`config.mk`:
```
export PLATFORM = sky130hd
export DESIGN_NAME = triangle_scanline_span_generator
export DESIGN_NICKNAME = d
export VERILOG_FILES = /design/src/hw/rtl/tssg_pkg.sv /design/src/hw/rtl/tssg_front.sv /design/src/hw/rtl/tssg_queue.sv /design/src/hw/rtl/tssg_div.sv /design/src/hw/rtl/tssg_back.sv /design/src/hw/rtl/triangle_scanline_span_generator.sv
export VERILOG_INCLUDE_DIRS = /design/src /design/src/hw/rtl
export SDC_FILE = /design/constraint.sdc
export NUM_CORES = 2
export LEC_CHECK = 0
export BUFFER_PORTS_ARGS = -buffer_cell sky130_fd_sc_hd__buf_4
export CAP_MARGIN = 20
export CELL_PAD_IN_SITES_DETAIL_PLACEMENT = 1
export CELL_PAD_IN_SITES_GLOBAL_PLACEMENT = 2
export CORE_ASPECT_RATIO = 0.75
export CORE_MARGIN = 3
export CORE_UTILIZATION = 46
export CTS_CLUSTER_SIZE = 20
export DETAILED_ROUTE_END_ITERATION = 10
export PLACE_DENSITY = 0.95
export RECOVER_POWER = 100
export SLEW_MARGIN = 10
export SYNTH_ARGS = -nofsm -noshare
export SYNTH_HDL_FRONTEND = slang
export SYNTH_SLANG_ARGS = --single-unit
```
`constraint.sdc`:
```
create_clock -name clk -period 14.94 [get_ports clk]
set_input_delay 3.735 -clock clk [delete_from_list [all_inputs] [get_ports clk]]
set_output_delay 3.735 -clock clk [all_outputs]
set_load 0.05 [all_outputs]
```
`src/hw/rtl/triangle_scanline_span_generator_assert.svh`:
```
// Assertion macros used by the span generator back end.
`ifndef TRIANGLE_SCANLINE_SPAN_GENERATOR_ASSERT_SVH
`define TRIANGLE_SCANLINE_SPAN_GENERATOR_ASSERT_SVH

// Checks a consequent in the same cycle as its antecedent.
`define TSSG_ASSERT_SAME(label, ante, cons, msg) \
    label: assert property (@(posedge clk) disable iff (!rst_n) (ante) |-> (cons)) \
        else $error(msg);

// Checks a consequent in the cycle after its antecedent.
`define TSSG_ASSERT_NEXT(label, ante, cons, msg) \
    label: assert property (@(posedge clk) disable iff (!rst_n) (ante) |=> (cons)) \
        else $error(msg);

`endif

```
`src/hw/rtl/tssg_pkg.sv`:
```
// Shared types, constants and helper functions of the span generator.
package tssg_pkg;

    // Command codes of the input word.
    localparam logic CMD_LOAD = 1'b0;
    localparam logic CMD_STEP = 1'b1;

    // Full illumination in units of 1/256.
    localparam logic [8:0] LIGHT_FULL = 9'd256;

    // Number of span jobs that the queue between front and back holds.
    localparam int QUEUE_DEPTH = 2;

    // Fill color of one triangle.
    typedef struct packed {
        logic [7:0] red;
        logic [7:0] green;
        logic [7:0] blue;
        logic [7:0] alpha;
    } color_t;

    // Fill level of the job queue.
    typedef struct packed {
        logic full;
        logic empty;
    } queue_status_t;

    // States of the span back end.
    typedef enum logic [2:0] {
        BK_IDLE,
        BK_MUL,
        BK_START,
        BK_DIV,
        BK_FIN
    } back_state_t;

    // Width of one packed span job for a given coordinate width.
    function automatic int job_bits(input int coord_bits);
        return 9 * coord_bits + 35;
    endfunction

    // Scales one color channel by a saturated light level, truncating.
    function automatic logic [7:0] shade(input logic [7:0] c, input logic [8:0] l);
        logic [16:0] p;
        p = {9'd0, c} * {8'd0, l};
        return p[15:8];
    endfunction

endpackage

```
`src/hw/rtl/tssg_front.sv`:
```
// Front end: takes commands, sorts and stores triangles, issues span jobs.
module tssg_front #(
    parameter int COORD_BITS = 12
) (
    input  logic                                          clk,
    input  logic                                          rst_n,
    input  logic                                          cfg_write_en,
    input  logic                                          cfg_write_data,
    input  logic                                          in_valid,
    output logic                                          in_stall,
    input  logic                                          cmd,
    input  logic signed [COORD_BITS-1:0]                  first_x,
    input  logic signed [COORD_BITS-1:0]                  first_y,
    input  logic signed [COORD_BITS-1:0]                  second_x,
    input  logic signed [COORD_BITS-1:0]                  second_y,
    input  logic signed [COORD_BITS-1:0]                  third_x,
    input  logic signed [COORD_BITS-1:0]                  third_y,
    input  logic [7:0]                                    red,
    input  logic [7:0]                                    green,
    input  logic [7:0]                                    blue,
    input  logic [7:0]                                    alpha,
    input  logic [8:0]                                    light_level,
    input  tssg_pkg::queue_status_t                       q_status,
    output logic                                          q_push,
    output logic [tssg_pkg::job_bits(COORD_BITS)-1:0]     q_data
);
    import tssg_pkg::*;

    localparam int W = COORD_BITS;

    typedef struct packed {
        logic [W-1:0]        row_y;
        logic [W-1:0]        idx_a;
        logic [W-1:0]        den_a;
        logic signed [W:0]   dx_a;
        logic [W-1:0]        base_a;
        logic [W-1:0]        idx_b;
        logic [W-1:0]        den_b;
        logic signed [W:0]   dx_b;
        logic [W-1:0]        base_b;
        color_t              color;
        logic                last;
    } span_job_t;

    logic                lit_enable_reg, lit_enable_next;
    logic signed [W-1:0] vx_reg [3];
    logic signed [W-1:0] vy_reg [3];
    logic signed [W-1:0] vx_next [3];
    logic signed [W-1:0] vy_next [3];
    color_t              color_reg, color_next;
    logic [W-1:0]        row_reg, row_next;
    logic                pending_reg, pending_next;

    logic                accept;
    logic                is_load;
    logic signed [W-1:0] p0x, p0y, p1x, p1y, p2x, p2y;
    logic signed [W-1:0] q0x, q0y, q2x, q2y;
    logic signed [W-1:0] r1x, r1y, r2x, r2y;
    logic [8:0]          light_sat;
    logic [W:0]          total_wide, upper_wide, lower_wide;
    logic                second_part;
    logic                last_step;
    span_job_t           job;

    assign accept   = in_valid && !q_status.full;
    assign in_stall = q_status.full;
    assign is_load  = (cmd == CMD_LOAD);

    // Three compare-and-swap stages order the vertices by ascending y.
    always_comb
    begin
        if (first_y > second_y)
        begin
            p0x = second_x; p0y = second_y; p1x = first_x; p1y = first_y;
        end
        else
        begin
            p0x = first_x; p0y = first_y; p1x = second_x; p1y = second_y;
        end
        p2x = third_x;
        p2y = third_y;
        if (p0y > p2y)
        begin
            q0x = p2x; q0y = p2y; q2x = p0x; q2y = p0y;
        end
        else
        begin
            q0x = p0x; q0y = p0y; q2x = p2x; q2y = p2y;
        end
        if (p1y > q2y)
        begin
            r1x = q2x; r1y = q2y; r2x = p1x; r2y = p1y;
        end
        else
        begin
            r1x = p1x; r1y = p1y; r2x = q2x; r2y = q2y;
        end
    end

    assign light_sat = (light_level > LIGHT_FULL) ? LIGHT_FULL : light_level;

    // Per-row edge setup from the stored triangle.
    assign total_wide  = {vy_reg[2][W-1], vy_reg[2]} - {vy_reg[0][W-1], vy_reg[0]};
    assign upper_wide  = {vy_reg[1][W-1], vy_reg[1]} - {vy_reg[0][W-1], vy_reg[0]};
    assign lower_wide  = {vy_reg[2][W-1], vy_reg[2]} - {vy_reg[1][W-1], vy_reg[1]};
    assign second_part = (row_reg > upper_wide[W-1:0]) || (upper_wide[W-1:0] == '0);
    assign last_step   = (({1'b0, row_reg} + {{W{1'b0}}, 1'b1}) == total_wide);

    always_comb
    begin
        job.row_y  = vy_reg[0] + row_reg;
        job.idx_a  = row_reg;
        job.den_a  = total_wide[W-1:0];
        job.dx_a   = {vx_reg[2][W-1], vx_reg[2]} - {vx_reg[0][W-1], vx_reg[0]};
        job.base_a = vx_reg[0];
        if (second_part)
        begin
            job.idx_b  = row_reg - upper_wide[W-1:0];
            job.den_b  = lower_wide[W-1:0];
            job.dx_b   = {vx_reg[2][W-1], vx_reg[2]} - {vx_reg[1][W-1], vx_reg[1]};
            job.base_b = vx_reg[1];
        end
        else
        begin
            job.idx_b  = row_reg;
            job.den_b  = upper_wide[W-1:0];
            job.dx_b   = {vx_reg[1][W-1], vx_reg[1]} - {vx_reg[0][W-1], vx_reg[0]};
            job.base_b = vx_reg[0];
        end
        job.color = color_reg;
        job.last  = last_step;
    end

    assign q_push = accept && !is_load && pending_reg;
    assign q_data = job;

    // Lighting switch and triangle state update for load and step words.
    always_comb
    begin
        lit_enable_next = cfg_write_en ? cfg_write_data : lit_enable_reg;
        vx_next      = vx_reg;
        vy_next      = vy_reg;
        color_next   = color_reg;
        row_next     = row_reg;
        pending_next = pending_reg;
        if (accept && is_load)
        begin
            vx_next[0] = q0x; vy_next[0] = q0y;
            vx_next[1] = r1x; vy_next[1] = r1y;
            vx_next[2] = r2x; vy_next[2] = r2y;
            color_next.red   = lit_enable_reg ? shade(red, light_sat) : red;
            color_next.green = lit_enable_reg ? shade(green, light_sat) : green;
            color_next.blue  = lit_enable_reg ? shade(blue, light_sat) : blue;
            color_next.alpha = alpha;
            row_next     = '0;
            pending_next = (r2y > q0y);
        end
        else if (q_push)
        begin
            row_next = row_reg + {{(W-1){1'b0}}, 1'b1};
            if (last_step)
            begin
                pending_next = 1'b0;
            end
        end
    end

    always_ff @(posedge clk or negedge rst_n)
    begin
        if (!rst_n)
        begin
            lit_enable_reg <= 1'b0;
            vx_reg         <= '{default: '0};
            vy_reg         <= '{default: '0};
            color_reg      <= '0;
            row_reg        <= '0;
            pending_reg    <= 1'b0;
        end
        else
        begin
            lit_enable_reg <= lit_enable_next;
            vx_reg         <= vx_next;
            vy_reg         <= vy_next;
            color_reg      <= color_next;
            row_reg        <= row_next;
            pending_reg    <= pending_next;
        end
    end

endmodule

```
`src/hw/rtl/tssg_queue.sv`:
```
// Short job queue between the front end and the span back end.
module tssg_queue #(
    parameter int WIDTH = 143
) (
    input  logic                    clk,
    input  logic                    rst_n,
    input  logic                    push,
    input  logic [WIDTH-1:0]        push_data,
    input  logic                    pop,
    output logic [WIDTH-1:0]        pop_data,
    output tssg_pkg::queue_status_t status
);
    import tssg_pkg::*;

    localparam int PTR_BITS = (QUEUE_DEPTH > 1) ? $clog2(QUEUE_DEPTH) : 1;
    localparam logic [PTR_BITS-1:0] LAST_SLOT = PTR_BITS'(QUEUE_DEPTH - 1);
    localparam logic [PTR_BITS:0]   FULL_COUNT = (PTR_BITS + 1)'(QUEUE_DEPTH);

    logic [WIDTH-1:0]    slot_reg [QUEUE_DEPTH];
    logic [PTR_BITS-1:0] wr_ptr_reg, wr_ptr_next;
    logic [PTR_BITS-1:0] rd_ptr_reg, rd_ptr_next;
    logic [PTR_BITS:0]   count_reg, count_next;

    assign status.full  = (count_reg == FULL_COUNT);
    assign status.empty = (count_reg == '0);
    assign pop_data     = slot_reg[rd_ptr_reg];

    // Pointer and fill count update.
    always_comb
    begin
        wr_ptr_next = wr_ptr_reg;
        rd_ptr_next = rd_ptr_reg;
        count_next  = count_reg;
        if (push)
        begin
            wr_ptr_next = (wr_ptr_reg == LAST_SLOT) ? '0 : wr_ptr_reg + 1'b1;
        end
        if (pop)
        begin
            rd_ptr_next = (rd_ptr_reg == LAST_SLOT) ? '0 : rd_ptr_reg + 1'b1;
        end
        if (push && !pop)
        begin
            count_next = count_reg + 1'b1;
        end
        else if (pop && !push)
        begin
            count_next = count_reg - 1'b1;
        end
    end

    always_ff @(posedge clk or negedge rst_n)
    begin
        if (!rst_n)
        begin
            wr_ptr_reg <= '0;
            rd_ptr_reg <= '0;
            count_reg  <= '0;
        end
        else
        begin
            wr_ptr_reg <= wr_ptr_next;
            rd_ptr_reg <= rd_ptr_next;
            count_reg  <= count_next;
        end
    end

    // Job storage.
    always_ff @(posedge clk)
    begin
        if (push)
        begin
            slot_reg[wr_ptr_reg] <= push_data;
        end
    end

endmodule

```
`src/hw/rtl/tssg_div.sv`:
```
// Iterative restoring divider, one quotient bit per cycle.
module tssg_div #(
    parameter int WIDTH = 12
) (
    input  logic                 clk,
    input  logic                 rst_n,
    input  logic                 start,
    input  logic [2*WIDTH-1:0]   num,
    input  logic [WIDTH-1:0]     den,
    output logic                 busy,
    output logic [WIDTH-1:0]     quo
);
    localparam int CNT_BITS = $clog2(WIDTH + 1);

    logic [WIDTH-1:0]    rem_reg, rem_next;
    logic [WIDTH-1:0]    lo_reg, lo_next;
    logic [WIDTH-1:0]    den_reg;
    logic [CNT_BITS-1:0] cnt_reg, cnt_next;
    logic [WIDTH:0]      shifted;
    logic [WIDTH:0]      diff;
    logic                fits;

    // The upper half of the dividend is below the divisor, so WIDTH steps
    // give the whole quotient.
    assign shifted = {rem_reg, lo_reg[WIDTH-1]};
    assign diff    = shifted - {1'b0, den_reg};
    assign fits    = (shifted >= {1'b0, den_reg});
    assign busy    = (cnt_reg != '0);
    assign quo     = (den_reg == '0) ? '0 : lo_reg;

    always_comb
    begin
        rem_next = rem_reg;
        lo_next  = lo_reg;
        cnt_next = cnt_reg;
        if (start)
        begin
            rem_next = num[2*WIDTH-1:WIDTH];
            lo_next  = num[WIDTH-1:0];
            cnt_next = CNT_BITS'(WIDTH);
        end
        else if (busy)
        begin
            rem_next = fits ? diff[WIDTH-1:0] : shifted[WIDTH-1:0];
            lo_next  = {lo_reg[WIDTH-2:0], fits};
            cnt_next = cnt_reg - 1'b1;
        end
    end

    always_ff @(posedge clk or negedge rst_n)
    begin
        if (!rst_n)
        begin
            cnt_reg <= '0;
        end
        else
        begin
            cnt_reg <= cnt_next;
        end
    end

    // Datapath registers.
    always_ff @(posedge clk)
    begin
        rem_reg <= rem_next;
        lo_reg  <= lo_next;
        if (start)
        begin
            den_reg <= den;
        end
    end

endmodule

```
`src/hw/rtl/tssg_back.sv`:
```
// Back end: interpolates both span edges of one row and drives the output word.
module tssg_back #(
    parameter int COORD_BITS = 12
) (
    input  logic                                      clk,
    input  logic                                      rst_n,
    input  tssg_pkg::queue_status_t                   q_status,
    output logic                                      q_pop,
    input  logic [tssg_pkg::job_bits(COORD_BITS)-1:0] q_data,
    output logic                                      out_valid,
    input  logic                                      out_stall,
    output logic signed [COORD_BITS-1:0]              row_y,
    output logic signed [COORD_BITS-1:0]              span_left,
    output logic signed [COORD_BITS-1:0]              span_right,
    output logic [7:0]                                out_red,
    output logic [7:0]                                out_green,
    output logic [7:0]                                out_blue,
    output logic [7:0]                                out_alpha,
    output logic                                      last_row
);
    import tssg_pkg::*;

    `include "triangle_scanline_span_generator_assert.svh"

    localparam int W = COORD_BITS;

    typedef struct packed {
        logic [W-1:0]        row_y;
        logic [W-1:0]        idx_a;
        logic [W-1:0]        den_a;
        logic signed [W:0]   dx_a;
        logic [W-1:0]        base_a;
        logic [W-1:0]        idx_b;
        logic [W-1:0]        den_b;
        logic signed [W:0]   dx_b;
        logic [W-1:0]        base_b;
        color_t              color;
        logic                last;
    } span_job_t;

    back_state_t         state_reg, state_next;
    span_job_t           job_reg;
    logic [2*W-1:0]      prod_a_reg, prod_b_reg;
    logic                neg_a_reg, neg_b_reg;
    logic                out_valid_reg, out_valid_next;
    logic [W-1:0]        row_y_reg;
    logic signed [W-1:0] left_reg, right_reg;
    color_t              color_reg;
    logic                last_reg;

    logic                div_start;
    logic                out_load;
    logic                out_free;
    logic                busy_a, busy_b;
    logic [W-1:0]        quo_a, quo_b;
    logic [W:0]          mag_a_wide, mag_b_wide;
    logic signed [W:0]   qa, qb;
    logic signed [W+1:0] ax, bx;

    assign out_free = !out_valid_reg || !out_stall;

    // Next state.
    always_comb
    begin
        state_next = state_reg;
        case (state_reg)
            BK_IDLE:
            begin
                if (!q_status.empty)
                begin
                    state_next = BK_MUL;
                end
            end
            BK_MUL:
            begin
                state_next = BK_START;
            end
            BK_START:
            begin
                state_next = BK_DIV;
            end
            BK_DIV:
            begin
                if (!busy_a)
                begin
                    state_next = BK_FIN;
                end
            end
            BK_FIN:
            begin
                if (out_free)
                begin
                    state_next = BK_IDLE;
                end
            end
            default:
            begin
                state_next = BK_IDLE;
            end
        endcase
    end

    // State outputs.
    always_comb
    begin
        q_pop     = 1'b0;
        div_start = 1'b0;
        out_load  = 1'b0;
        case (state_reg)
            BK_IDLE:  q_pop     = !q_status.empty;
            BK_START: div_start = 1'b1;
            BK_FIN:   out_load  = out_free;
            default:
            begin
                q_pop = 1'b0;
            end
        endcase
    end

    // Edge magnitudes for the unsigned multiply and divide.
    assign mag_a_wide = job_reg.dx_a[W] ? -job_reg.dx_a : job_reg.dx_a;
    assign mag_b_wide = job_reg.dx_b[W] ? -job_reg.dx_b : job_reg.dx_b;

    tssg_div #(.WIDTH(W)) u_div_a (
        .clk   (clk),
        .rst_n (rst_n),
        .start (div_start),
        .num   (prod_a_reg),
        .den   (job_reg.den_a),
        .busy  (busy_a),
        .quo   (quo_a)
    );

    tssg_div #(.WIDTH(W)) u_div_b (
        .clk   (clk),
        .rst_n (rst_n),
        .start (div_start),
        .num   (prod_b_reg),
        .den   (job_reg.den_b),
        .busy  (busy_b),
        .quo   (quo_b)
    );

    // Signed quotients truncate toward zero; each edge x lies between its ends.
    assign qa = neg_a_reg ? -$signed({1'b0, quo_a}) : $signed({1'b0, quo_a});
    assign qb = neg_b_reg ? -$signed({1'b0, quo_b}) : $signed({1'b0, quo_b});
    assign ax = $signed({{2{job_reg.base_a[W-1]}}, job_reg.base_a}) + $signed({qa[W], qa});
    assign bx = $signed({{2{job_reg.base_b[W-1]}}, job_reg.base_b}) + $signed({qb[W], qb});

    always_comb
    begin
        out_valid_next = out_valid_reg;
        if (out_load)
        begin
            out_valid_next = 1'b1;
        end
        else if (!out_stall)
        begin
            out_valid_next = 1'b0;
        end
    end

    always_ff @(posedge clk or negedge rst_n)
    begin
        if (!rst_n)
        begin
            state_reg     <= BK_IDLE;
            out_valid_reg <= 1'b0;
        end
        else
        begin
            state_reg     <= state_next;
            out_valid_reg <= out_valid_next;
        end
    end

    // Job, product and output registers.
    always_ff @(posedge clk)
    begin
        if (q_pop)
        begin
            job_reg <= q_data;
        end
        if (state_reg == BK_MUL)
        begin
            prod_a_reg <= {{W{1'b0}}, job_reg.idx_a} * {{W{1'b0}}, mag_a_wide[W-1:0]};
            prod_b_reg <= {{W{1'b0}}, job_reg.idx_b} * {{W{1'b0}}, mag_b_wide[W-1:0]};
            neg_a_reg  <= job_reg.dx_a[W];
            neg_b_reg  <= job_reg.dx_b[W];
        end
        if (out_load)
        begin
            row_y_reg <= job_reg.row_y;
            left_reg  <= (ax < bx) ? ax[W-1:0] : bx[W-1:0];
            right_reg <= (ax < bx) ? bx[W-1:0] : ax[W-1:0];
            color_reg <= job_reg.color;
            last_reg  <= job_reg.last;
        end
    end

    assign out_valid  = out_valid_reg;
    assign row_y      = row_y_reg;
    assign span_left  = left_reg;
    assign span_right = right_reg;
    assign out_red    = color_reg.red;
    assign out_green  = color_reg.green;
    assign out_blue   = color_reg.blue;
    assign out_alpha  = color_reg.alpha;
    assign last_row   = last_reg;

    // Both dividers run the same schedule.
    `TSSG_ASSERT_SAME(a_div_lockstep, state_reg == BK_DIV, busy_a == busy_b,
        "edge dividers out of step")
    // A start always leaves the divider busy.
    `TSSG_ASSERT_NEXT(a_div_started, state_reg == BK_START, busy_a && busy_b,
        "divider did not take its start")
    // A new output word only comes from the finishing state.
    `TSSG_ASSERT_SAME(a_out_from_fin, $rose(out_valid_reg), $past(state_reg == BK_FIN),
        "output word appeared outside the finishing state")
    // A finished span waits while the receiver holds the previous word.
    `TSSG_ASSERT_NEXT(a_fin_waits, state_reg == BK_FIN && out_valid_reg && out_stall,
        state_reg == BK_FIN, "span left the back end while output was stalled")

endmodule

```
`src/hw/rtl/triangle_scanline_span_generator.sv`:
```
// Top level of the triangle scanline span generator.
//
// Input channel (in_valid / in_stall): a word with cmd at load takes three
// vertices, a color and a light level; it gives no result.
// A word with cmd at step asks for the span of the next row of the loaded
// triangle and gives one output word, or none when no triangle is pending.
// Output channel (out_valid / out_stall): row_y, span_left, span_right, the
// shaded color and last_row, which marks the bottom span of the triangle.
// The lighting switch is written through cfg_write_en / cfg_write_data and is
// sampled when a triangle loads.
// A step's span passes through the job queue and the back end's idle, multiply,
// start, divide and finish states before it appears. The back end works on one
// span at a time, paced by the two bit-serial edge dividers, which run side by
// side; a two-entry job queue lets the front take words meanwhile.
// Reset leaves no triangle pending, lighting off and the queue empty.
// While out_stall is high the output word holds, the back end waits with the
// next span, the queue fills and then in_stall rises.
module triangle_scanline_span_generator #(
    parameter int COORD_BITS = 12
) (
    input  logic                         clk,
    input  logic                         rst_n,
    input  logic                         cfg_write_en,
    input  logic                         cfg_write_data,
    input  logic                         in_valid,
    output logic                         in_stall,
    input  logic                         cmd,
    input  logic signed [COORD_BITS-1:0] first_x,
    input  logic signed [COORD_BITS-1:0] first_y,
    input  logic signed [COORD_BITS-1:0] second_x,
    input  logic signed [COORD_BITS-1:0] second_y,
    input  logic signed [COORD_BITS-1:0] third_x,
    input  logic signed [COORD_BITS-1:0] third_y,
    input  logic [7:0]                   red,
    input  logic [7:0]                   green,
    input  logic [7:0]                   blue,
    input  logic [7:0]                   alpha,
    input  logic [8:0]                   light_level,
    output logic                         out_valid,
    input  logic                         out_stall,
    output logic signed [COORD_BITS-1:0] row_y,
    output logic signed [COORD_BITS-1:0] span_left,
    output logic signed [COORD_BITS-1:0] span_right,
    output logic [7:0]                   out_red,
    output logic [7:0]                   out_green,
    output logic [7:0]                   out_blue,
    output logic [7:0]                   out_alpha,
    output logic                         last_row
);
    import tssg_pkg::*;

    localparam int JOB_BITS = job_bits(COORD_BITS);

    logic                q_push;
    logic                q_pop;
    logic [JOB_BITS-1:0] push_data;
    logic [JOB_BITS-1:0] pop_data;
    queue_status_t       q_status;

    tssg_front #(.COORD_BITS(COORD_BITS)) u_front (
        .clk            (clk),
        .rst_n          (rst_n),
        .cfg_write_en   (cfg_write_en),
        .cfg_write_data (cfg_write_data),
        .in_valid       (in_valid),
        .in_stall       (in_stall),
        .cmd            (cmd),
        .first_x        (first_x),
        .first_y        (first_y),
        .second_x       (second_x),
        .second_y       (second_y),
        .third_x        (third_x),
        .third_y        (third_y),
        .red            (red),
        .green          (green),
        .blue           (blue),
        .alpha          (alpha),
        .light_level    (light_level),
        .q_status       (q_status),
        .q_push         (q_push),
        .q_data         (push_data)
    );

    tssg_queue #(.WIDTH(JOB_BITS)) u_queue (
        .clk       (clk),
        .rst_n     (rst_n),
        .push      (q_push),
        .push_data (push_data),
        .pop       (q_pop),
        .pop_data  (pop_data),
        .status    (q_status)
    );

    tssg_back #(.COORD_BITS(COORD_BITS)) u_back (
        .clk        (clk),
        .rst_n      (rst_n),
        .q_status   (q_status),
        .q_pop      (q_pop),
        .q_data     (pop_data),
        .out_valid  (out_valid),
        .out_stall  (out_stall),
        .row_y      (row_y),
        .span_left  (span_left),
        .span_right (span_right),
        .out_red    (out_red),
        .out_green  (out_green),
        .out_blue   (out_blue),
        .out_alpha  (out_alpha),
        .last_row   (last_row)
    );

endmodule

```
# After elaboration in Yosys (flattened, before gate mapping)
# Memory sizes are Yosys's and may differ from the RTL's. A register that Yosys moved wholly into a read port is not among the register bits.
# Cells that the tools add are included.
[classes]
eq_ne = 10
mux = 59
multipliers = 5
reduce_logical = 28
add_sub_neg = 24
bitwise_logic = 1
magnitude_cmp = 9
[ops]
columns = ["operator", "count"]
rows = [
  ["12-bit two-way mux", 30],
  ["12-bit > comparator", 5],
  ["12-bit subtractor", 5],
  ["12-bit by 12-bit subtractor with 13-bit output", 4],
  ["49-bit two-way mux", 1],
  ["12-bit by 12-bit multiplier with 24-bit output", 2],
  ["8-bit by 9-bit multiplier with 16-bit output", 3],
  ["12-bit zero test", 3],
  ["12-bit by 13-bit adder with 14-bit output", 2],
  ["13-bit by 12-bit >= comparator with 1-bit output", 2],
  ["13-bit two-way mux", 2],
  ["12-bit negator with 13-bit output", 2],
  ["8-bit two-way mux", 3],
  ["12-bit negator", 2],
  ["4-bit two-way mux", 4],
  ["3-bit case mux with 5 select lines", 1],
  ["14-bit less-than comparator", 1],
  ["12-bit by 1-bit adder with 13-bit output (second input constant)", 1],
  ["13-bit equality test", 1],
  ["12-bit by 1-bit adder with 12-bit output (second input constant)", 1],
  ["12-bit adder", 1],
  ["1-bit two-way mux", 12],
  ["2-bit nonzero test", 5],
  ["9-bit > comparator (second input constant)", 1],
  ["22 further kinds", 42],
]
[word_totals]
register_bits = 325
ram_bits = 286
elab_cells = 175
n_memories = 1
[mem_list]
columns = ["name", "words", "word_bits", "read_ports", "rd_ports_with_merged_regs", "write_ports", "line_no", "source"]
rows = [
  ["u_queue.slot_reg", 2, 143, 1, 1, 1, "tssg_queue.sv:19", "logic [WIDTH-1:0] slot_reg [QUEUE_DEPTH];"],
]

# Depth between registers and ports, before layout
[logic_depth]
word_depth = 9
ltp_mapped = 41
ltp_nobuf = 39

# Cells and area by module
# Synthesis repeated with hierarchy kept, for this count alone.
[hier_totals]
cells_unflattened = 4905
hier_area_um2 = 53949.2
[modules_own_cells]
columns = ["module", "n_inst", "seq_area_each_um2", "cells_per_inst", "area_each_um2"]
rows = [
  ["tssg_back", 1, 7967.6, 1779, 20120.5],
  ["tssg_front", 1, 2952.8, 2223, 18138.6],
  ["tssg_queue", 1, 8688.3, 461, 10740.3],
  ["tssg_div at u_back.u_div_a", 1, 1181.1, 231, 2517.4],
  ["tssg_div at u_back.u_div_b", 1, 1181.1, 211, 2432.3],
]

# Worst setup path after synthesis
# No wires, ideal clock.
[synth_path]
path_type = "input to register"
startpoint = "in in_valid"
endpoint = "mem u_queue.slot_reg[0][0] (enable)"
setup_slack_ps = 4003
arrival_time_ps = 10289
path_stages = 4
required_time_ps = 14292
path_cell_list = "nor2b_1 -> nand3_1 -> clkbuf_1 -> nor2_1"
[synth_between]
elab_chain_len = 5
[synth_rtl]
columns = ["element", "line_no", "source"]
rows = [
  ["start, declared", "triangle_scanline_span_generator.sv:25", "input logic in_valid,"],
  ["1-bit logical AND", "tssg_front.sv:65", "assign accept = in_valid && !q_status.full;"],
  ["1-bit logical AND (2 in series)", "tssg_front.sv:134", "assign q_push = accept && !is_load && pending_reg;"],
  ["1-bit two-way mux", "tssg_queue.sv:71", "if (push)"],
  ["1-bit two-way mux (implied by the code)", "tssg_queue.sv:73", "slot_reg[wr_ptr_reg] <= push_data;"],
  ["end, declared", "tssg_queue.sv:19", ""],
]
# Every way passes these cells.

# Worst setup path in the final report
[layout_path]
startpoint = "in second_y[6]"
endpoint = "reg u_front.pending_reg"
[layout_between]
elab_chain_len = 8
word_cells_on_any_way = 10
classes_between = "order compare (4); mux (6)"
[layout_rtl]
columns = ["element", "line_no", "source"]
rows = [
  ["start, declared", "triangle_scanline_span_generator.sv:31", "input logic signed [COORD_BITS-1:0] second_y,"],
  ["12-bit > comparator", "tssg_front.sv:72", "if (first_y > second_y)"],
  ["12-bit two-way mux", "tssg_front.sv:72", ""],
  ["12-bit > comparator", "tssg_front.sv:82", "if (p0y > p2y)"],
  ["12-bit two-way mux", "tssg_front.sv:82", ""],
  ["12-bit > comparator", "tssg_front.sv:90", "if (p1y > q2y)"],
  ["12-bit two-way mux (*)", "tssg_front.sv:90", ""],
  ["via u_front.r2y[1]", "tssg_front.sv:58", "logic signed [W-1:0] r1x, r1y, r2x, r2y;"],
  ["12-bit > comparator (*)", "tssg_front.sv:156", "pending_next = (r2y > q0y);"],
  ["1-bit two-way mux (*)", "tssg_front.sv:146", "if (accept && is_load)"],
  ["end signal, assigned", "tssg_front.sv:186", "pending_reg <= pending_next;"],
  ["end, declared", "tssg_front.sv:52", "logic pending_reg, pending_next;"],
]
# The timed path passes the listed nets; every way through them passes the cells marked *.
# A chain may end at the register's enable or synchronous reset.

==> results.ini <==
[run_status]
status=complete, but fails checks
failed_checks=capacitance limit, slew limit

[route]
vias_per_cell=5.65
first_pass_iters=5
wl_per_cell_microns=23.6
drtIter0Drc=2764
drcViolationCount=0
vias=37204
detail-route-antenna-nets=0
drt_wl_total_mm=156

[sta]
setup_viol=0
tightestPinTransition_ps=4420
grt_setup_unrepaired=false
period_minus_slack_ps=13120
fmax_mhz=76.2
fin_skew_ps=49.4
finalHoldViolCount=0
slew_violations=1187
fin_tns_setup_ps=0
finalCritPeriodShare_pct=87.8
relSlewSlack_pct=-195
worst_slack_ps=1820

[logic_synthesis]
synthFlopType=edfxtp_1
synth_nets=5730
ys_ff_latch=754
ys_top_cells_by_area=edfxtp_1 (35%), fa_1 (13%), ha_1 (10%)
synth_warnings=0
synth-edff-count=620
synth_seq_area_share_pct=41.7
synth_cells=4847
yosysTopAreaCellShare_pct=35.4
avgSynthCellArea_sq_um=10.9
synthDistinctLibCells=71
syn_area_sq_um=52600
synth_common_cells=edfxtp_1 (620), nand2_1 (619), inv_1 (600)
async_flop_share_pct=17.8
yosysMostFrequentCell=edfxtp_1
synth_area_leader_cell=edfxtp_1

[critical_path]
crit_required_ps=15460
critPathMaxStageDelay_ps=1290
cpMostUsedCell=o21ai_0
critPathMaxFanout=58
cp_slowest_cell=nor2_1
path_class=in2reg
cpLargestDelayFamily=compound AO/OA/AOI/OAI gates
path_buf_inv=5
start_kind=primary input
cp.arrival_ps=13640
cp-end-kind=flop

[floorplanning]
rows=106
core_sq_um=112000
fp.dieW_microns=397
start_util_pct=46.8
dieHeight_microns=299
dieArea_sq_um=119000
num_io_pins=191

[grt]
antenna_found_initial=7
overflow=0
grt_usage_pct=26.4
grt_max_degree=92
grt_pass1_wl_mm=242
grt_pass1_vias=40347

[clock_network]
cts-root-buf=clkbuf_16
ctsHoldBuffers=0
cts_resized=0
clock_path_buffers=3
numCtsBuffers=80
cts_tree=yes
cts_sinks=754
clkLatencyLatePin_ps=700
postCtsSetupBuffers=0
h-tree-depth=3
clkSlewWorstSetupHoldPaths_ps=60

[place]
place_ws_ps=2290
dp_hpwl_mm=114
port-buffer-count=190
place_inst=6430
gp_congestion=0.853

[power]
switching_share_pct=43.6
leakagePower_nw=25.4
switchingPower_mw=5.78
p_per_area_nw_per_um2=228
peakVddDrop_mv=0.134
finalPower_mw=13.3
combPwrFrac_pct=56.3
power_frac_seq_pct=27.9
pwr-share-clk_pct=15.9
internal_power_mw=7.48

[finish]
finalNonFillerCells=6584
drive_above_1_share_pct=8.32
n_fill_cell=12206
nets=5885
largest_reg_flops=286
area_growth_pct=10.3
final_core_util_pct=51.7

[flow_run]
maxCapViolCount=23

[hold_path]
hold_path.class=reg2reg

## cell type report
type | count | area, sq um | share of cell area (%)
clock inverters | 46 | 549 | 0.945
multi-input cells | 3306 | 27700 | 47.6
flip-flops and latches | 754 | 22000 | 37.8
well taps | 1512 | 1890 | 3.26
inverters | 602 | 2260 | 3.89
diodes | 2 | 5.00 | 0.00861
repair buffers | 258 | 1540 | 2.66
clock buffers | 104 | 2190 | 3.77
## path summary, 6_finish.rpt
kind                                                  startpoint  depth (start not counted)  slack, ps                                     to
min in group asynchronous                                  rst_n                          1       4070  u_back.u_div_b.cnt_reg[1]$_DFFE_PN0P_
worst min register to register      u_back.job_reg[65]$_DFFE_PP_                          0        410    u_back.u_div_b.den_reg[7]$_DFFE_PP_
worst min-delay path                u_back.job_reg[65]$_DFFE_PP_                          0        410    u_back.u_div_b.den_reg[7]$_DFFE_PP_
worst max register to register  u_queue.count_reg[1]$_DFFE_PN0P_                          8       4780      u_queue.slot_reg[1][23]$_DFFE_PP_
max in group asynchronous                                  rst_n                          3       4730         u_front.q_data[10]$_DFFE_PN0P_
worst max-delay path                                 second_y[6]                         37       1820        u_front.pending_reg$_DFFE_PN0P_
## worst register-to-register path: stages (launching register included)
cell and delay (ps):
dfrtp_1 460, nor2b_1 230, nor2b_1 450, nand3_1 140
clkbuf_1 390, inv_1 580, and2_0 1130, clkbuf_1 2820
clkbuf_1 3410
## layer usage
layer / share of wire (%) / GRT usage (%)
met5: 0.031 / 0
met4: 3.0 / 6.76
met3: 6.8 / 5.20
met2: 46 / 41.9
met1: 44 / 37.0
## power groups by stage
stage          Sequential [mW]  Combinational (mW)  Clock [mW]
2_1_floorplan             3.48                5.39           0
3_3_place_gp              3.65                6.84           0
3_5_place_dp              3.69                7.33           0
4_1_cts                   3.66                7.51        2.14
5_1_grt                   3.73                8.32        2.22
6_report                  3.69                7.46        2.10
## metrics by stage
stage                     hold slack [ps]  area [sq um]
after floorplan                       400         52600
after global placement                402         55800
after detailed placement              407         55800
after CTS                             404         58600
after global routing                  423         58100
final                                 407         58100
## cells by family (layout without fill, tap and decap cells)
logic type / count (synthesis) / after routing / share of synthesized area [%]
and+or+nand+nor: 1345 / 1345 / 11.8
other: 0 / 2 / 0
muxes: 303 / 303 / 6.21
AOI/OAI and AO/OA: 675 / 675 / 8.01
buffers and inverters: 787 / 1010 / 5.68
adders and majority gates: 763 / 763 / 22.9
DFF: 754 / 754 / 41.7
xor gates and xnor gates: 220 / 220 / 3.69
## layout by cell type (no fill, tap or decap), drive strengths merged, types with 33 or more instances in the layout
cell and count:
fa 332, xor2 69, mux2 191, nor2b 101, nor2 229, buf 150
nor3 54, a21o 49, xnor2 150, ha 431, nand2 619, dfrtp 134
a21oi 185, and2 165, edfxtp 620, mux2i 112, a21boi 33, nand3 37
inv 607, o21ai 221, clkbuf 212, nand2b 44
Power figures use the tool's default switching activity.
